--- config.mk ---
export PLATFORM = sky130hd
export DESIGN_NAME = dtq_cmp
export DESIGN_NICKNAME = d
export VERILOG_FILES = /design/src/rtl/dtq_pkg.sv /design/src/rtl/dtq_cmp.sv
export SDC_FILE = /design/constraint.sdc
export NUM_CORES = 1
export LEC_CHECK = 0
export BUFFER_PORTS_ARGS = -buffer_cell sky130_fd_sc_hd__buf_2
export CORE_AREA = 2 2 152 154
export DETAILED_ROUTE_END_ITERATION = 8
export DIE_AREA = 0 0 154 156
export PLACE_DENSITY = 0.66
export SLEW_MARGIN = 25
export SYNTH_ARGS = -nofsm -noshare
export SYNTH_HDL_FRONTEND = slang
export SYNTH_SLANG_ARGS = --single-unit
--- constraint.sdc ---
create_clock -name vclk -period 9.5
set_input_delay 0.475 -clock vclk [all_inputs]
set_output_delay 0.475 -clock vclk [all_outputs]
set_load 0.01 [all_outputs]
--- src/rtl/dtq_pkg.sv ---
// Package for the deadline timer queue: sizes, command and result codes,
// and the compare-unit result type. No dependencies.
package dtq_pkg;

    localparam int NUM_TIMERS = 32;
    localparam int IDXW = (NUM_TIMERS > 1) ? $clog2(NUM_TIMERS) : 1;

    localparam logic [19:0] NS_PER_MS = 20'd1000000;
    localparam logic [63:0] SIGN64 = 64'h8000_0000_0000_0000;

    localparam logic [1:0] MODE_ARM    = 2'd0;
    localparam logic [1:0] MODE_CANCEL = 2'd1;
    localparam logic [1:0] MODE_TICK   = 2'd2;

    localparam logic [1:0] KIND_STATUS = 2'd0;
    localparam logic [1:0] KIND_FIRED  = 2'd1;
    localparam logic [1:0] KIND_REPORT = 2'd2;

    typedef struct packed {
        logic [63:0] key;     // biased distance, smaller is earlier
        logic [31:0] rec;     // age in arm counts, smaller is newer
        logic        due;
        logic        better;
    } cmp_res_t;

endpackage

--- src/rtl/dtq_cmp.sv ---
// Shared compare unit: biased deadline key, recency, due flag and the
// "precedes current best" decision. Depends on dtq_pkg.
module dtq_cmp (
    input  logic [63:0]       deadline,
    input  logic [63:0]       now,
    input  logic [31:0]       order,
    input  logic [31:0]       counter,
    input  logic [63:0]       best_key,
    input  logic [31:0]       best_rec,
    input  logic              have_best,
    output dtq_pkg::cmp_res_t res
);
    import dtq_pkg::*;

    always_comb begin
        res.key    = (deadline - now) ^ SIGN64;
        res.rec    = counter - order;
        res.due    = (res.key <= SIGN64);
        res.better = !have_best || (res.key < best_key) ||
                     ((res.key == best_key) && (res.rec < best_rec));
    end

endmodule

==> flow_summary.toml <==
[cells_and_area]
fin_nets = 2090
design.seq.count = 0
seq_area_um2 = 0
final_area_um2 = 10600
syn2layout_area_growth_pct = 26.7
fillers = 2345
final_common_cell = "buf_2"
instances_no_fill = 1893
layout_common_cells = "buf_2 (387), inv_1 (220), ha_1 (189), a21oi_1 (123), a21o_1 (71)"
layout-drive-gt1-share = 0.251
nClkBuffers = 0
antenna_cells = 0

[job]
cap_violations = 0

[placement]
placed_cells = 1893
port_buffers = 387
placed_area_um2 = 10600
dp_hpwl_um = 28000
gp_congestion = 0.966

[routing]
drt_iter0_drc = 506
drt_wl_total_um = 31000
vias_per_cell = 5.39
first_pass_iters = 5
wl_per_cell_um = 16.4
drc = 0
via_count = 10200
drtAntennaViolNets = 0

[clock_tree]
ctsResizeCount = 0
ctsHoldBuffers = 0
post_cts.repair.setup_buffers = 0

[logic_synthesis]
synthesis.nets = 1718
ys_warn_count = 0
syn_area_per_cell_um2 = 6.75
ys_types = 71
synth_cells = 1238
ys_seq_area_frac = 0
netlist_area_um2 = 8360

[sta]
hold_slack_ns = 1.33
fmax_mhz = 160
rsz0062_at_grt = "no"
slew_headroom = 0.328
finalSetupViolations = 0
hold_violations = 0
max_slew.worst_pin.slew_ns = 0.996
drv_slew = 0
fin_tns_setup_ns = 0
period_share = 0.658
period_needed_ns = 6.25

[power]
p_clk_frac = 0
p_comb_frac = 1.000
switchingPower_mw = 0.542
ir_worst_vdd_mv = 0.0417
totalPowerFinal_mw = 0.933
p_seq_frac = 0
power_leakage_nw = 6.14
power.share.switching = 0.581
p_int_mw = 0.391
p_per_area_nw_per_um2 = 88.1

[global_route]
grt_antenna_before_repair = 1
grt_pass1_vias = 9804
grt_pass1_wl_um = 48800
grt_max_degree = 14
overflow = 0
grtUsageTotal = 0.243

[outcome]
status = "finished clean"

[setup_path]
worstPathRequired_ns = 9.03
worstSetupPathType = "input port to primary output"
worstPathArrival_ns = 5.77
path_max_fanout = 5
cp-start-kind = "input port"
cp-end-kind = "primary output"

[floorplanning]
die_x_um = 154
fp.dieH_um = 156
io_pins = 387
row_count = 55
initial_core_util = 0.374
fp.dieArea_um2 = 24000
core_um2 = 22400

[worst_hold_path]
hold_class = "input port to primary output"
==> power groups by stage <==
stage               clock [mW]  combinational (mW)  sequential [mW]
global placement             0               0.916                0
global route                 0                1.04                0
floorplan                    0               0.599                0
CTS                          0               0.930                0
detailed placement           0               0.924                0
finish                       0               0.933                0
==> synth_stat cells (3+ instances only) <==
cell / number / area share
nand2_1: 60 / 0.027
a21oi_1: 123 / 0.074
a211oi_1: 15 / 0.013
nor2b_1: 23 / 0.017
o21bai_1: 9 / 0.0081
o2111ai_1: 4 / 0.0042
a211o_1: 5 / 0.0052
nand2b_1: 21 / 0.016
o221ai_1: 3 / 0.0031
nand4b_1: 4 / 0.0042
o21ai_0: 66 / 0.040
clkbuf_1: 16 / 0.0072
and3_1: 16 / 0.012
o21a_1: 18 / 0.016
nand4_1: 30 / 0.022
a31o_2: 3 / 0.0031
xor2_1: 29 / 0.030
nor2_1: 69 / 0.031
xnor2_1: 51 / 0.053
and4_1: 4 / 0.0042
nor4_1: 13 / 0.0097
nor3_1: 26 / 0.016
a21boi_0: 8 / 0.0072
inv_1: 220 / 0.099
mux2i_1: 4 / 0.0048
o31ai_1: 6 / 0.0054
ha_1: 189 / 0.28
a21o_1: 71 / 0.064
a2111oi_0: 4 / 0.0042
a31oi_1: 6 / 0.0045
a311oi_1: 6 / 0.0063
or3_1: 11 / 0.0082
or4_1: 4 / 0.0036
or2_2: 3 / 0.0022
o311a_1: 3 / 0.0036
nand3_1: 32 / 0.019
and2_1: 7 / 0.0052
o211ai_1: 8 / 0.0072
o311ai_0: 3 / 0.0031
==> cells by family after synthesis <==
family          Yosys count  share of synthesized area
compound gates          389                      0.304
xor+xnor                 80                     0.0838
fa+ha+maj               191                      0.288
buf+inv                 238                      0.107
mux                       6                    0.00748
simple gates            334                      0.210
==> path summary, 6_finish.rpt <==
kind                     end      from  depth (start not counted)  slack, ns
worst max-delay path  res[0]  order[8]                         22       3.25
worst min-delay path  res[2]  order[0]                          4       1.33
==> cell type report <==
cell class	instances	area [um2]	area share
Inverter	220	826	0.0779
Multi-Input combinational cell	1000	7470	0.705
Tap cell	285	357	0.0337
Timing Repair Buffer	388	1940	0.184
==> per-stage QoR <==
step                 util  setup slack [ns]
finish              0.474              3.25
global route        0.474              2.81
CTS                 0.474              3.09
detailed placement  0.474              3.13
global placement    0.473              2.89
floorplan               -              4.47
==> critical path: stages <==
cell	delay (ns)
buf_2	0.08
inv_1	0.04
ha_1	0.36
a21o_1	0.21
a21o_1	0.17
a21oi_1	0.28
o21ai_0	0.19
a311oi_1	0.39
o31ai_1	0.17
a2111oi_0	0.66
o311ai_1	0.29
nand2b_1	0.14
nand2_1	0.07
a21oi_1	0.19
xnor2_1	0.17
ha_1	0.30
a211oi_1	0.26
nand4b_1	0.13
a311oi_1	0.59
nand3b_1	0.24
o21ai_0	0.18
buf_2	0.18
==> per-layer routing <==
layer | vias to the layer above | part of all wire | track usage
met5 | - | 0 | 0
met4 | 0 | 0.013 | 0.0294
met3 | 31 | 0.069 | 0.0300
met2 | 398 | 0.49 | 0.458
met1 | 4598 | 0.42 | 0.302
li1 | 5178 | - | -
No activity file was read; power rests on OpenSTA's default activity.
